## src/rtl/core/sckd_pkg.sv

```systemverilog
`timescale 1ns / 1ps
// ----------------------------------------------------------------------------
// sckd_pkg: shared types, constants and the layout translation function
// Holds scancode values, modifier bit positions, the command record that
// travels from the front to the back, and the set-1 to character tables.
// ----------------------------------------------------------------------------
package sckd_pkg;

  // Stream widths and field positions
  localparam int unsigned InDataW  = 16;
  localparam int unsigned OutDataW = 24;
  localparam int unsigned CodeW    = 7;
  localparam int unsigned CharW    = 8;
  localparam int unsigned ModW     = 5;

  // Item kinds carried in the slave-side tuser
  typedef enum logic {
    OP_BYTE = 1'b0,
    OP_READ = 1'b1
  } sckd_op_e;

  // Keyboard layouts
  typedef enum logic [1:0] {
    MAP_US  = 2'd0,
    MAP_UK  = 2'd1,
    MAP_ITA = 2'd2
  } sckd_layout_e;

  // Scancodes
  localparam logic [7:0] KeyPrefix    = 8'hE0;
  localparam logic [7:0] KeyUp        = 8'h48;
  localparam logic [7:0] KeyDown      = 8'h50;
  localparam logic [7:0] KeyT         = 8'h14;
  localparam logic [7:0] KeyTRel      = 8'h94;
  localparam logic [7:0] KeyCaps      = 8'h3A;
  localparam logic [7:0] KeyLShift    = 8'h2A;
  localparam logic [7:0] KeyLShiftRel = 8'hAA;
  localparam logic [7:0] KeyRShift    = 8'h36;
  localparam logic [7:0] KeyRShiftRel = 8'hB6;
  localparam logic [7:0] KeyLAlt      = 8'h38;
  localparam logic [7:0] KeyLAltRel   = 8'hB8;
  localparam logic [7:0] KeyLCtrl     = 8'h1D;
  localparam logic [7:0] KeyLCtrlRel  = 8'h9D;

  // Modifier bit positions
  localparam int unsigned ModLShift = 0;
  localparam int unsigned ModRShift = 1;
  localparam int unsigned ModLAlt   = 2;
  localparam int unsigned ModLCtrl  = 3;
  localparam int unsigned ModCaps   = 4;

  // Scroll request codes (two's complement)
  localparam logic [1:0] ScrollNone = 2'b00;
  localparam logic [1:0] ScrollUp   = 2'b01;
  localparam logic [1:0] ScrollDown = 2'b11;

  // Front-to-back queue
  localparam int unsigned QueueDepth = 2;
  localparam int unsigned QPtrW      = $clog2(QueueDepth);
  localparam int unsigned QCntW      = $clog2(QueueDepth + 1);

  // One decoded item on its way to the back
  typedef struct packed {
    logic [1:0]       scroll;
    logic             toggle;
    logic             valid;
    logic [CodeW-1:0] code;
    logic [ModW-1:0]  mods;
  } sckd_cmd_t;

  // Translation tables: codes at or past the table end translate to zero
  localparam int unsigned TableLen = 60;

  localparam logic [7:0] UsPlain [TableLen] = '{
    8'h00, 8'h00, 8'h31, 8'h32, 8'h33, 8'h34, 8'h35, 8'h36, 8'h37, 8'h38,
    8'h39, 8'h30, 8'h2D, 8'h3D, 8'h00, 8'h00, 8'h71, 8'h77, 8'h65, 8'h72,
    8'h74, 8'h79, 8'h75, 8'h69, 8'h6F, 8'h70, 8'h5B, 8'h5D, 8'h0A, 8'h00,
    8'h61, 8'h73, 8'h64, 8'h66, 8'h67, 8'h68, 8'h6A, 8'h6B, 8'h6C, 8'h3B,
    8'h27, 8'h60, 8'h00, 8'h5C, 8'h7A, 8'h78, 8'h63, 8'h76, 8'h62, 8'h6E,
    8'h6D, 8'h2C, 8'h2E, 8'h2F, 8'h00, 8'h2A, 8'h00, 8'h20, 8'h00, 8'h00
  };

  localparam logic [7:0] UsShift [TableLen] = '{
    8'h00, 8'h00, 8'h21, 8'h40, 8'h23, 8'h24, 8'h25, 8'h5E, 8'h26, 8'h2A,
    8'h28, 8'h29, 8'h5F, 8'h2B, 8'h00, 8'h00, 8'h51, 8'h57, 8'h45, 8'h52,
    8'h54, 8'h59, 8'h55, 8'h49, 8'h4F, 8'h50, 8'h7B, 8'h7D, 8'h0A, 8'h00,
    8'h41, 8'h53, 8'h44, 8'h46, 8'h47, 8'h48, 8'h4A, 8'h4B, 8'h4C, 8'h3A,
    8'h22, 8'h7E, 8'h00, 8'h7C, 8'h5A, 8'h58, 8'h43, 8'h56, 8'h42, 8'h4E,
    8'h4D, 8'h3C, 8'h3E, 8'h3F, 8'h00, 8'h2A, 8'h00, 8'h20, 8'h00, 8'h00
  };

  // Translate a press code with the given layout and modifiers. The UK and
  // Italian layouts are the US table with their differing keys patched in.
  function automatic logic [CharW-1:0] sckd_translate(sckd_layout_e     lay,
                                                      logic [CodeW-1:0] code,
                                                      logic [ModW-1:0]  mods);
    logic [5:0]       idx;
    logic [7:0]       lo;
    logic [7:0]       hi;
    logic             shifted;
    logic             caps;
    logic [CharW-1:0] res;
    idx     = code[5:0];
    lo      = 8'h00;
    hi      = 8'h00;
    shifted = mods[ModLShift] | mods[ModRShift];
    caps    = mods[ModCaps];
    res     = 8'h00;
    if (code < CodeW'(TableLen)) begin
      lo = UsPlain[idx];
      hi = UsShift[idx];
      case (lay)
        MAP_UK: begin
          case (idx)
            6'd3:  hi = 8'h22;
            6'd4:  hi = 8'hA3;
            6'd40: hi = 8'h40;
            6'd43: begin lo = 8'h23; hi = 8'h7E; end
            default: ;
          endcase
        end
        MAP_ITA: begin
          case (idx)
            6'd3:  hi = 8'h22;
            6'd4:  hi = 8'h23;
            6'd5:  hi = 8'h24;
            6'd6:  hi = 8'h25;
            6'd7:  hi = 8'h26;
            6'd8:  hi = 8'h2F;
            6'd9:  hi = 8'h28;
            6'd10: hi = 8'h29;
            6'd11: hi = 8'h3D;
            6'd12: begin lo = 8'h27; hi = 8'h3F; end
            6'd13: begin lo = 8'h69; hi = 8'h5E; end
            6'd26: begin lo = 8'h65; hi = 8'h45; end
            6'd27: begin lo = 8'h2B; hi = 8'h2A; end
            6'd39: begin lo = 8'h6F; hi = 8'h43; end
            6'd40: begin lo = 8'h61; hi = 8'h4F; end
            6'd41: begin lo = 8'h5C; hi = 8'h7C; end
            6'd43: begin lo = 8'h75; hi = 8'h53; end
            6'd51: hi = 8'h3B;
            6'd52: hi = 8'h3A;
            6'd53: begin lo = 8'h2D; hi = 8'h5F; end
            default: ;
          endcase
        end
        default: ;
      endcase
      if (lo != 8'h00) begin
        if (hi != 8'h00 &&
            (shifted || (caps && lo >= 8'h61 && lo <= 8'h7A))) begin
          res = hi;
        end else begin
          res = lo;
        end
      end
    end
    return res;
  endfunction

endpackage

```

## src/rtl/core/sckd_ram.sv

```systemverilog
`timescale 1ns / 1ps
// ----------------------------------------------------------------------------
// sckd_ram: generic single-write, single-read RAM
// One write port and one read port with registered read data.
// ----------------------------------------------------------------------------
module sckd_ram #(
  parameter int unsigned WIDTH = 7,
  parameter int unsigned DEPTH = 64
) (
  input  logic                     clk_i,
  input  logic                     we_i,
  input  logic [$clog2(DEPTH)-1:0] waddr_i,
  input  logic [WIDTH-1:0]         wdata_i,
  input  logic                     re_i,
  input  logic [$clog2(DEPTH)-1:0] raddr_i,
  output logic [WIDTH-1:0]         rdata_o
);

  logic [WIDTH-1:0] mem_q [DEPTH];
  logic [WIDTH-1:0] rdata_q;

  // Write and registered read
  always_ff @(posedge clk_i) begin
    if (we_i) begin
      mem_q[waddr_i] <= wdata_i;
    end
    if (re_i) begin
      rdata_q <= mem_q[raddr_i];
    end
  end

  assign rdata_o = rdata_q;

endmodule

```

## src/rtl/core/sckd_front.sv

```systemverilog
`timescale 1ns / 1ps
// ----------------------------------------------------------------------------
// sckd_front: beat intake, scancode classification and key FIFO
// Tracks modifiers, the extended prefix and the T key, pushes presses into
// the key store and pops it on reads; emits one command record per beat.
// ----------------------------------------------------------------------------
module sckd_front
  import sckd_pkg::*;
#(
  parameter int unsigned FIFO_DEPTH = 64
) (
  input  logic         clk_i,
  input  logic         rst_ni,
  input  logic         in_valid_i,
  output logic         in_ready_o,
  input  sckd_op_e     in_op_i,
  input  logic [7:0]   in_byte_i,
  input  logic         in_gfx_i,
  output logic         cmd_valid_o,
  input  logic         cmd_ready_i,
  output sckd_cmd_t    cmd_o
);

  localparam int unsigned PtrW = $clog2(FIFO_DEPTH);

  logic            accept;
  logic            s1_valid_q;
  logic [1:0]      scroll_d, scroll_q;
  logic            toggle_d, toggle_q;
  logic            rvalid_d, rvalid_q;
  logic [ModW-1:0] mods_d, mods_q;
  logic            prefix_d, prefix_q;
  logic            t_held_d, t_held_q;
  logic [PtrW-1:0] wr_d, wr_q;
  logic [PtrW-1:0] rd_d, rd_q;
  logic [PtrW-1:0] wr_next;
  logic [PtrW-1:0] rd_next;
  logic            push;
  logic            pop;
  logic            fifo_full;
  logic            fifo_empty;
  logic [CodeW-1:0] rdata;

  assign in_ready_o = !s1_valid_q || cmd_ready_i;
  assign accept     = in_valid_i && in_ready_o;

  // Pointer wrap and FIFO status
  assign wr_next    = (wr_q == PtrW'(FIFO_DEPTH - 1)) ? '0 : wr_q + 1'b1;
  assign rd_next    = (rd_q == PtrW'(FIFO_DEPTH - 1)) ? '0 : rd_q + 1'b1;
  assign fifo_full  = (wr_next == rd_q);
  assign fifo_empty = (wr_q == rd_q);

  // Classify the beat and update tracking state
  always_comb begin
    mods_d   = mods_q;
    prefix_d = prefix_q;
    t_held_d = t_held_q;
    wr_d     = wr_q;
    rd_d     = rd_q;
    push     = 1'b0;
    pop      = 1'b0;
    scroll_d = ScrollNone;
    toggle_d = 1'b0;
    rvalid_d = 1'b0;
    if (accept) begin
      if (in_op_i == OP_BYTE) begin
        if (in_byte_i == KeyPrefix) begin
          prefix_d = 1'b1;
        end else begin
          unique case (in_byte_i)
            KeyLShift:    mods_d[ModLShift] = 1'b1;
            KeyLShiftRel: mods_d[ModLShift] = 1'b0;
            KeyRShift:    mods_d[ModRShift] = 1'b1;
            KeyRShiftRel: mods_d[ModRShift] = 1'b0;
            KeyLAlt:      mods_d[ModLAlt]   = 1'b1;
            KeyLAltRel:   mods_d[ModLAlt]   = 1'b0;
            KeyLCtrl:     mods_d[ModLCtrl]  = 1'b1;
            KeyLCtrlRel:  mods_d[ModLCtrl]  = 1'b0;
            KeyCaps:      mods_d[ModCaps]   = !mods_q[ModCaps];
            default: ;
          endcase
          if (prefix_q) begin
            // Extended byte: consume, scroll on arrows in text mode
            prefix_d = 1'b0;
            if (!in_gfx_i) begin
              if (in_byte_i == KeyUp) begin
                scroll_d = ScrollUp;
              end else if (in_byte_i == KeyDown) begin
                scroll_d = ScrollDown;
              end
            end
          end else if (in_byte_i == KeyT) begin
            toggle_d = !t_held_q && mods_d[ModLCtrl];
            t_held_d = 1'b1;
          end else if (in_byte_i == KeyTRel) begin
            t_held_d = 1'b0;
          end else if (!in_byte_i[7] && !fifo_full) begin
            push = 1'b1;
            wr_d = wr_next;
          end
        end
      end else if (!fifo_empty) begin
        pop      = 1'b1;
        rd_d     = rd_next;
        rvalid_d = 1'b1;
      end
    end
  end

  // Tracking state and stage-one valid
  always_ff @(posedge clk_i or negedge rst_ni) begin
    if (!rst_ni) begin
      s1_valid_q <= 1'b0;
      mods_q     <= '0;
      prefix_q   <= 1'b0;
      t_held_q   <= 1'b0;
      wr_q       <= '0;
      rd_q       <= '0;
    end else begin
      if (accept) begin
        s1_valid_q <= 1'b1;
      end else if (cmd_ready_i) begin
        s1_valid_q <= 1'b0;
      end
      mods_q   <= mods_d;
      prefix_q <= prefix_d;
      t_held_q <= t_held_d;
      wr_q     <= wr_d;
      rd_q     <= rd_d;
    end
  end

  // Stage-one payload
  always_ff @(posedge clk_i) begin
    if (accept) begin
      scroll_q <= scroll_d;
      toggle_q <= toggle_d;
      rvalid_q <= rvalid_d;
    end
  end

  // Key store; read data lands together with the stage-one record
  sckd_ram #(
    .WIDTH (CodeW),
    .DEPTH (FIFO_DEPTH)
  ) u_key_store (
    .clk_i   (clk_i),
    .we_i    (push),
    .waddr_i (wr_q),
    .wdata_i (in_byte_i[CodeW-1:0]),
    .re_i    (pop),
    .raddr_i (rd_q),
    .rdata_o (rdata)
  );

  // Command record; modifiers shown are those after the beat
  always_comb begin
    cmd_o.scroll = scroll_q;
    cmd_o.toggle = toggle_q;
    cmd_o.valid  = rvalid_q;
    cmd_o.code   = rvalid_q ? rdata : '0;
    cmd_o.mods   = mods_q;
  end

  assign cmd_valid_o = s1_valid_q;

endmodule

```

## src/rtl/core/sckd_queue.sv

```systemverilog
`timescale 1ns / 1ps
// ----------------------------------------------------------------------------
// sckd_queue: short command queue between front and back
// A two-entry register queue so that either side can stall on its own.
// ----------------------------------------------------------------------------
module sckd_queue
  import sckd_pkg::*;
(
  input  logic      clk_i,
  input  logic      rst_ni,
  input  logic      in_valid_i,
  output logic      in_ready_o,
  input  sckd_cmd_t in_cmd_i,
  output logic      out_valid_o,
  input  logic      out_ready_i,
  output sckd_cmd_t out_cmd_o
);

  sckd_cmd_t        entry_q [QueueDepth];
  logic [QPtrW-1:0] wr_q;
  logic [QPtrW-1:0] rd_q;
  logic [QCntW-1:0] cnt_q;
  logic             push;
  logic             pop;

  assign in_ready_o  = (cnt_q != QCntW'(QueueDepth));
  assign out_valid_o = (cnt_q != '0);
  assign push        = in_valid_i && in_ready_o;
  assign pop         = out_valid_o && out_ready_i;
  assign out_cmd_o   = entry_q[rd_q];

  // Store entries
  always_ff @(posedge clk_i) begin
    if (push) begin
      entry_q[wr_q] <= in_cmd_i;
    end
  end

  // Advance pointers and count
  always_ff @(posedge clk_i or negedge rst_ni) begin
    if (!rst_ni) begin
      wr_q  <= '0;
      rd_q  <= '0;
      cnt_q <= '0;
    end else begin
      if (push) begin
        wr_q <= (wr_q == QPtrW'(QueueDepth - 1)) ? '0 : wr_q + 1'b1;
      end
      if (pop) begin
        rd_q <= (rd_q == QPtrW'(QueueDepth - 1)) ? '0 : rd_q + 1'b1;
      end
      if (push && !pop) begin
        cnt_q <= cnt_q + 1'b1;
      end else if (pop && !push) begin
        cnt_q <= cnt_q - 1'b1;
      end
    end
  end

endmodule

```

## src/rtl/core/sckd_back.sv

```systemverilog
`timescale 1ns / 1ps
// ----------------------------------------------------------------------------
// sckd_back: character translation and result register
// Holds the layout register, translates popped codes and presents one
// result beat on the master side.
// ----------------------------------------------------------------------------
module sckd_back
  import sckd_pkg::*;
(
  input  logic                clk_i,
  input  logic                rst_ni,
  input  logic                cfg_we_i,
  input  logic [1:0]          cfg_wdata_i,
  input  logic                in_valid_i,
  output logic                in_ready_o,
  input  sckd_cmd_t           in_cmd_i,
  output logic                out_valid_o,
  input  logic                out_ready_i,
  output logic [OutDataW-1:0] out_data_o,
  output logic                out_user_o
);

  sckd_layout_e     layout_q;
  logic             out_valid_q;
  sckd_cmd_t        res_q;
  logic [CharW-1:0] char_q;
  logic [CharW-1:0] char_d;
  logic             take;

  assign in_ready_o = !out_valid_q || out_ready_i;
  assign take       = in_valid_i && in_ready_o;

  // Translate the popped code; a zero code on a non-read is gated off
  always_comb begin
    char_d = '0;
    if (in_cmd_i.valid) begin
      char_d = sckd_translate(layout_q, in_cmd_i.code, in_cmd_i.mods);
    end
  end

  // Layout register and output valid
  always_ff @(posedge clk_i or negedge rst_ni) begin
    if (!rst_ni) begin
      layout_q    <= MAP_US;
      out_valid_q <= 1'b0;
    end else begin
      if (cfg_we_i && cfg_wdata_i <= MAP_ITA) begin
        layout_q <= sckd_layout_e'(cfg_wdata_i);
      end
      if (take) begin
        out_valid_q <= 1'b1;
      end else if (out_ready_i) begin
        out_valid_q <= 1'b0;
      end
    end
  end

  // Result payload
  always_ff @(posedge clk_i) begin
    if (take) begin
      res_q  <= in_cmd_i;
      char_q <= char_d;
    end
  end

  assign out_valid_o = out_valid_q;
  assign out_user_o  = res_q.valid;
  assign out_data_o  = {1'b0, res_q.mods, char_q, res_q.code, res_q.toggle, res_q.scroll};

endmodule

```

## src/rtl/core/scancode_keyboard_decoder_top.sv

```systemverilog
`timescale 1ns / 1ps
// ----------------------------------------------------------------------------
// scancode_keyboard_decoder_top: set-1 scancode decoder with key FIFO
// Decodes keyboard bytes into modifier, scroll and toggle events, buffers
// presses and returns translated characters on reads.
//
//   Channel   Dir  Fields (low bit up)
//   s_axis    in   tdata: key_byte[7:0], graphics_active[8], zero[15:9]
//                  tuser: opcode (0 byte, 1 read)
//   m_axis    out  tdata: scroll_request[1:0], toggle_request[2],
//                  read_code[9:3], read_char[17:10], modifier_state[22:18]
//                  tuser: read_valid
//   cfg       in   cfg_wdata: layout_select, written when cfg_we is high and <= 2
//
// One beat per cycle in each direction while neither side stalls; the result of
// a beat passes the front stage register, then a queue entry, then the result
// register before it is offered on m_axis.
// The key store is a registered-read RAM; its read data lines up with the
// front stage register.
// A two-entry queue parts front and back; s_axis stays ready while the
// queue has room, even when a result waits on m_axis.
// Reset is asynchronous and takes effect at once; the key store is not
// cleared, since only written entries are ever read.
// ----------------------------------------------------------------------------
module scancode_keyboard_decoder_top
  import sckd_pkg::*;
#(
  parameter int unsigned FIFO_DEPTH = 64
) (
  input  logic                clk_i,
  input  logic                rst_ni,
  input  logic                cfg_we_i,
  input  logic [1:0]          cfg_wdata_i,     // layout_select
  input  logic                s_axis_tvalid_i,
  output logic                s_axis_tready_o,
  input  logic [InDataW-1:0]  s_axis_tdata_i,  // key_byte, graphics_active
  input  logic                s_axis_tuser_i,  // opcode
  output logic                m_axis_tvalid_o,
  input  logic                m_axis_tready_i,
  output logic [OutDataW-1:0] m_axis_tdata_o,  // scroll, toggle, code, char, mods
  output logic                m_axis_tuser_o   // read_valid
);

  logic      cmd_valid;
  logic      cmd_ready;
  sckd_cmd_t cmd;
  logic      q_valid;
  logic      q_ready;
  sckd_cmd_t q_cmd;

  // Front: intake and classification
  sckd_front #(
    .FIFO_DEPTH (FIFO_DEPTH)
  ) u_front (
    .clk_i       (clk_i),
    .rst_ni      (rst_ni),
    .in_valid_i  (s_axis_tvalid_i),
    .in_ready_o  (s_axis_tready_o),
    .in_op_i     (sckd_op_e'(s_axis_tuser_i)),
    .in_byte_i   (s_axis_tdata_i[7:0]),
    .in_gfx_i    (s_axis_tdata_i[8]),
    .cmd_valid_o (cmd_valid),
    .cmd_ready_i (cmd_ready),
    .cmd_o       (cmd)
  );

  // Decoupling queue
  sckd_queue u_queue (
    .clk_i       (clk_i),
    .rst_ni      (rst_ni),
    .in_valid_i  (cmd_valid),
    .in_ready_o  (cmd_ready),
    .in_cmd_i    (cmd),
    .out_valid_o (q_valid),
    .out_ready_i (q_ready),
    .out_cmd_o   (q_cmd)
  );

  // Back: translation and result register
  sckd_back u_back (
    .clk_i       (clk_i),
    .rst_ni      (rst_ni),
    .cfg_we_i    (cfg_we_i),
    .cfg_wdata_i (cfg_wdata_i),
    .in_valid_i  (q_valid),
    .in_ready_o  (q_ready),
    .in_cmd_i    (q_cmd),
    .out_valid_o (m_axis_tvalid_o),
    .out_ready_i (m_axis_tready_i),
    .out_data_o  (m_axis_tdata_o),
    .out_user_o  (m_axis_tuser_o)
  );

`ifndef NO_ASSERTIONS
  // A result that popped nothing carries no code and no character
  assert property (@(posedge clk_i) disable iff (!rst_ni)
    m_axis_tvalid_o && !m_axis_tuser_o |->
      m_axis_tdata_o[9:3] == '0 && m_axis_tdata_o[17:10] == '0)
    else $error("empty result carries code or character");

  // A read result never carries scroll or toggle events
  assert property (@(posedge clk_i) disable iff (!rst_ni)
    m_axis_tvalid_o && m_axis_tuser_o |->
      m_axis_tdata_o[1:0] == ScrollNone && !m_axis_tdata_o[2])
    else $error("read result carries byte events");

  // A toggle pulse and a scroll request never share a result
  assert property (@(posedge clk_i) disable iff (!rst_ni)
    m_axis_tvalid_o && m_axis_tdata_o[2] |-> m_axis_tdata_o[1:0] == ScrollNone)
    else $error("toggle and scroll in one result");

  // A front record that is not taken is still offered in the next cycle
  assert property (@(posedge clk_i) disable iff (!rst_ni)
    cmd_valid && !cmd_ready |=> cmd_valid && $stable(cmd))
    else $error("front record lost under queue stall");
`endif

endmodule
```

## config.mk

```make
export PLATFORM = sky130hd
export DESIGN_NAME = scancode_keyboard_decoder_top
export DESIGN_NICKNAME = d
export VERILOG_FILES = /design/src/rtl/core/sckd_pkg.sv /design/src/rtl/core/sckd_ram.sv /design/src/rtl/core/sckd_front.sv /design/src/rtl/core/sckd_queue.sv /design/src/rtl/core/sckd_back.sv /design/src/rtl/core/scancode_keyboard_decoder_top.sv
export SDC_FILE = /design/constraint.sdc
export NUM_CORES = 1
export LEC_CHECK = 0
export BUFFER_PORTS_ARGS = -buffer_cell sky130_fd_sc_hd__buf_2
export CORE_MARGIN = 5
export CORE_UTILIZATION = 55
export DETAILED_ROUTE_END_ITERATION = 12
export PLACE_DENSITY_LB_ADDON = 0.15
export RECOVER_POWER = 100
export SLEW_MARGIN = 30
export SYNTH_ARGS = -nofsm -noshare
export SYNTH_HDL_FRONTEND = slang
export SYNTH_SLANG_ARGS = --single-unit
```

## constraint.sdc

```tcl
create_clock -name clk_i -period 6.2 [get_ports clk_i]
set_input_delay 0.31 -clock clk_i [delete_from_list [all_inputs] [get_ports clk_i]]
set_output_delay 0.31 -clock clk_i [all_outputs]
set_load 0.1 [all_outputs]
```

==> impl_metrics.py <==
metrics = {
    "run_status": {
        "status": "complete, but fails checks",
        "violations": "max-capacitance violations, max-slew violations",
    },
    "clocking": {
        "clockRootBuffer": "clkbuf_16",
        "numCtsBuffers": 53,
        "cts.sinks": 542,
        "cts.clk_slew.worst_paths_ns": 0.06,
        "cts_tree": "built",
        "insertion_delay_ns": 0.59,
        "htree_levels": 2,
        "clockBufferDepth": 3,
    },
    "setup_path": {
        "cp-end-kind": "register",
        "crit_fanout": 16,
        "critPathLaunch": "u_queue.rd_q",
        "crit_type": "reg2reg",
        "crit_path_start_kind": "register",
        "timing.rr.end": "u_back.char_q[3]",
        "arrival_ns": 5.62,
        "ff2ff_path_depth": 14,
        "timing.critical_path.to": "u_back.char_q[3]",
        "r2r_start": "u_queue.rd_q",
        "cp.required_ns": 6.53,
        "r2r_slack_ns": 0.91,
    },
    "drt": {
        "antenna_left": 0,
        "drc_errors": 0,
        "routed_wl_um": 55000,
        "wl_per_cell_um": 26.8,
        "routed_via_density": 6.31,
        "drtIter0Drc": 1663,
        "via_count": 12900,
        "dr.pass1.iters": 6,
    },
    "floorplanning": {
        "die_y_um": 218,
        "core_um2": 42900,
        "die_x_um": 218,
        "ioPinCount": 51,
        "row_count": 76,
        "die-area_um2": 47400,
        "initial_core_util_pct": 55.3,
    },
    "global_routing": {
        "grt_overflow_total": 0,
        "grt_pass1_vias": 12900,
        "grt_use_total_pct": 23.4,
        "grt_max_degree": 72,
        "antenna_found_initial": 1,
        "grt_first_pass_wirelength_um": 82400,
    },
    "timing": {
        "tightest_slew_ns": 3.26,
        "rsz0062_at_grt": "no",
        "timing.hold.ws_ns": 0.0896,
        "relSlewSlack_pct": -118,
        "slew_viol_final": 527,
        "fin_ws_ns": 0.906,
        "max_freq_mhz": 189,
        "fin_tns_setup_ns": 0,
        "finClkSkew_ns": 0.0177,
        "final_hold_viol_count": 0,
        "setup_viol": 0,
        "period_minus_slack_ns": 5.29,
        "fin_crit_sh_pct": 85.4,
    },
    "logic_synthesis": {
        "async_flop_share_pct": 4.98,
        "syn_area_um2": 23700,
        "netlist_instances": 1371,
        "synth-edff-count": 515,
        "synthFlopType": "edfxtp_1",
        "synth_seq_cells": 542,
        "syn-mean-instance-area_um2": 17.3,
        "synth_cell_types": 92,
        "ys_seq_area_share_pct": 68.0,
        "synth_warnings": 0,
        "synthesis.nets": 1412,
    },
    "finish": {
        "drive_above_1_share_pct": 20.1,
        "layout.nets": 1462,
        "final_common_cell": "edfxtp_1",
        "layout_common_cells": "515 x edfxtp_1, 148 x mux4_2, 125 x nor2_1, 59 x nand2_1, 59 x clkbuf_1",
        "syn2layout_area_growth_pct": 10.5,
        "diodes": 0,
        "fin_util_pct": 61.1,
    },
    "pwr": {
        "power.density_nw_per_um2": 491,
        "p_leak_nw": 8.38,
        "vdd_ir_drop_max_uv": 283,
    },
    "placement": {
        "gp_congestion": 0.944,
        "hpwlAfterDp_um": 34400,
        "io_buffers": 42,
        "dp_slack_ns": 1.39,
    },
    "min_path": {
        "worstHoldPathType": "in2reg",
    },
    "flow_run": {
        "drv_cap": 9,
    },
}
[layout make-up]
class,instances,area (µm²)
clock buffer,68,1430
clock inverter,31,318
fill,3121,16700
inverter,26,97.6
multi-input combinational,724,7100
sequential,542,16100
tap,585,732
timing repair buffer,74,384
[layer usage]
metal	routed length (µm)	up-vias	GRT usage, %	share of wire [%]
met5	13	-	0	0.024
met4	1990	2	7.65	3.6
met3	3890	109	4.10	7.1
met2	26800	557	37.9	49
met1	22400	6619	32.9	41
li1	-	5657	-	-
[registers in the layout, summed over array words and instances (netlist names), 5 cells and up]
| signal | count |
|---|---|
| u_back.char_q | 8 |
| u_back.out_data_o | 15 |
| u_front.mods_q | 5 |
| u_front.rd_q | 6 |
| u_front.u_key_store.mem_q | 448 |
| u_front.u_key_store.rdata_o | 7 |
| u_front.wr_q | 6 |
| u_queue.entry_q | 32 |
[kinds of logic after synthesis]
family                     share of synthesized area, %
AOI/OAI and AO/OA                                  5.71
and+or+nand+nor                                    6.34
buffers and inverters                              1.93
xor gates and xnor gates                          0.960
DFF                                                68.0
muxes                                              16.1
other                                            0.0158
adders and majority gates                         0.897
[synth_stat cells (all sizes together), types with 5 or more instances]
master / count / area share [%]
edfxtp: 515 / 65
mux4: 148 / 14
nor2: 125 / 2.0
nand2: 60 / 0.96
clkbuf: 40 / 0.63
o21ai: 40 / 0.88
buf: 39 / 0.89
a21oi: 30 / 0.63
dfrtp: 27 / 2.8
inv: 26 / 0.41
mux2i: 23 / 1.1
mux2: 19 / 1.0
nand3: 19 / 0.40
nor3: 19 / 0.40
ha: 17 / 0.90
xnor2: 14 / 0.52
and2: 12 / 0.33
nand3b: 12 / 0.38
o31ai: 12 / 0.46
xor2: 12 / 0.44
a211oi: 11 / 0.43
nor2b: 10 / 0.26
nand4: 9 / 0.24
o211ai: 9 / 0.28
nor4: 7 / 0.21
a31oi: 6 / 0.22
nand2b: 6 / 0.16
a211o: 5 / 0.18
a21boi: 5 / 0.17
a21o: 5 / 0.16
a221oi: 5 / 0.18
o221a: 5 / 0.24
o221ai: 5 / 0.18
[power by group]
part | internal [mW] | switching [mW]
clock | 1.88 | 1.34
sequential | 4.33 | 0.322
combinational | 1.92 | 3.07
total | 8.12 | 4.74
[worst max-delay path: stages, from the launching register on]
cell	delay, ns
dfrtp_1	0.86
mux2i_1	0.26
clkbuf_1	0.66
inv_2	0.08
buf_4	0.22
ha_1	0.32
a21boi_0	0.22
o21ai_0	0.37
nor4bb_1	0.38
o32ai_1	0.15
a221oi_1	0.46
nand2_1	0.10
or3_4	0.42
o31ai_4	0.13
mux2_1	0.40
[timing repair]
| item | CTS | global route |
|---|---|---|
| endpoints found under the hold margin | 33 | 0 |
| gates resized for setup | 0 | 0 |
| buffers inserted | 0 | 0 |
| hold buffers | 7 | 0 |
[per-stage QoR]
stage / area, µm² / std cells / total power, mW
final: 26200 / 2050 / 12.9
after global routing: 26200 / 2050 / 13.4
after CTS: 26300 / 2050 / 12.9
after detailed placement: 24500 / 1944 / 9.73
after global placement: 24500 / 1944 / 9.72
after floorplan: 23700 / 1371 / 8.36
[worst min-delay path by stage]
stage / start / slack (ns) / end / cells past startpoint
2_1_floorplan: rst_ni / 0.01 / u_back.layout_q[0] / 0
3_3_place_gp: rst_ni / 0.37 / u_back.out_valid_o / 1
3_5_place_dp: rst_ni / 0.37 / u_back.out_valid_o / 1
4_1_cts: s_axis_tuser_i / 0.04 / u_front.prefix_q / 4
5_1_grt: s_axis_tuser_i / 0.12 / u_front.rvalid_q / 3
6_report: s_axis_tuser_i / 0.09 / u_front.prefix_q / 4
No activity file was read; power rests on OpenSTA's default activity.
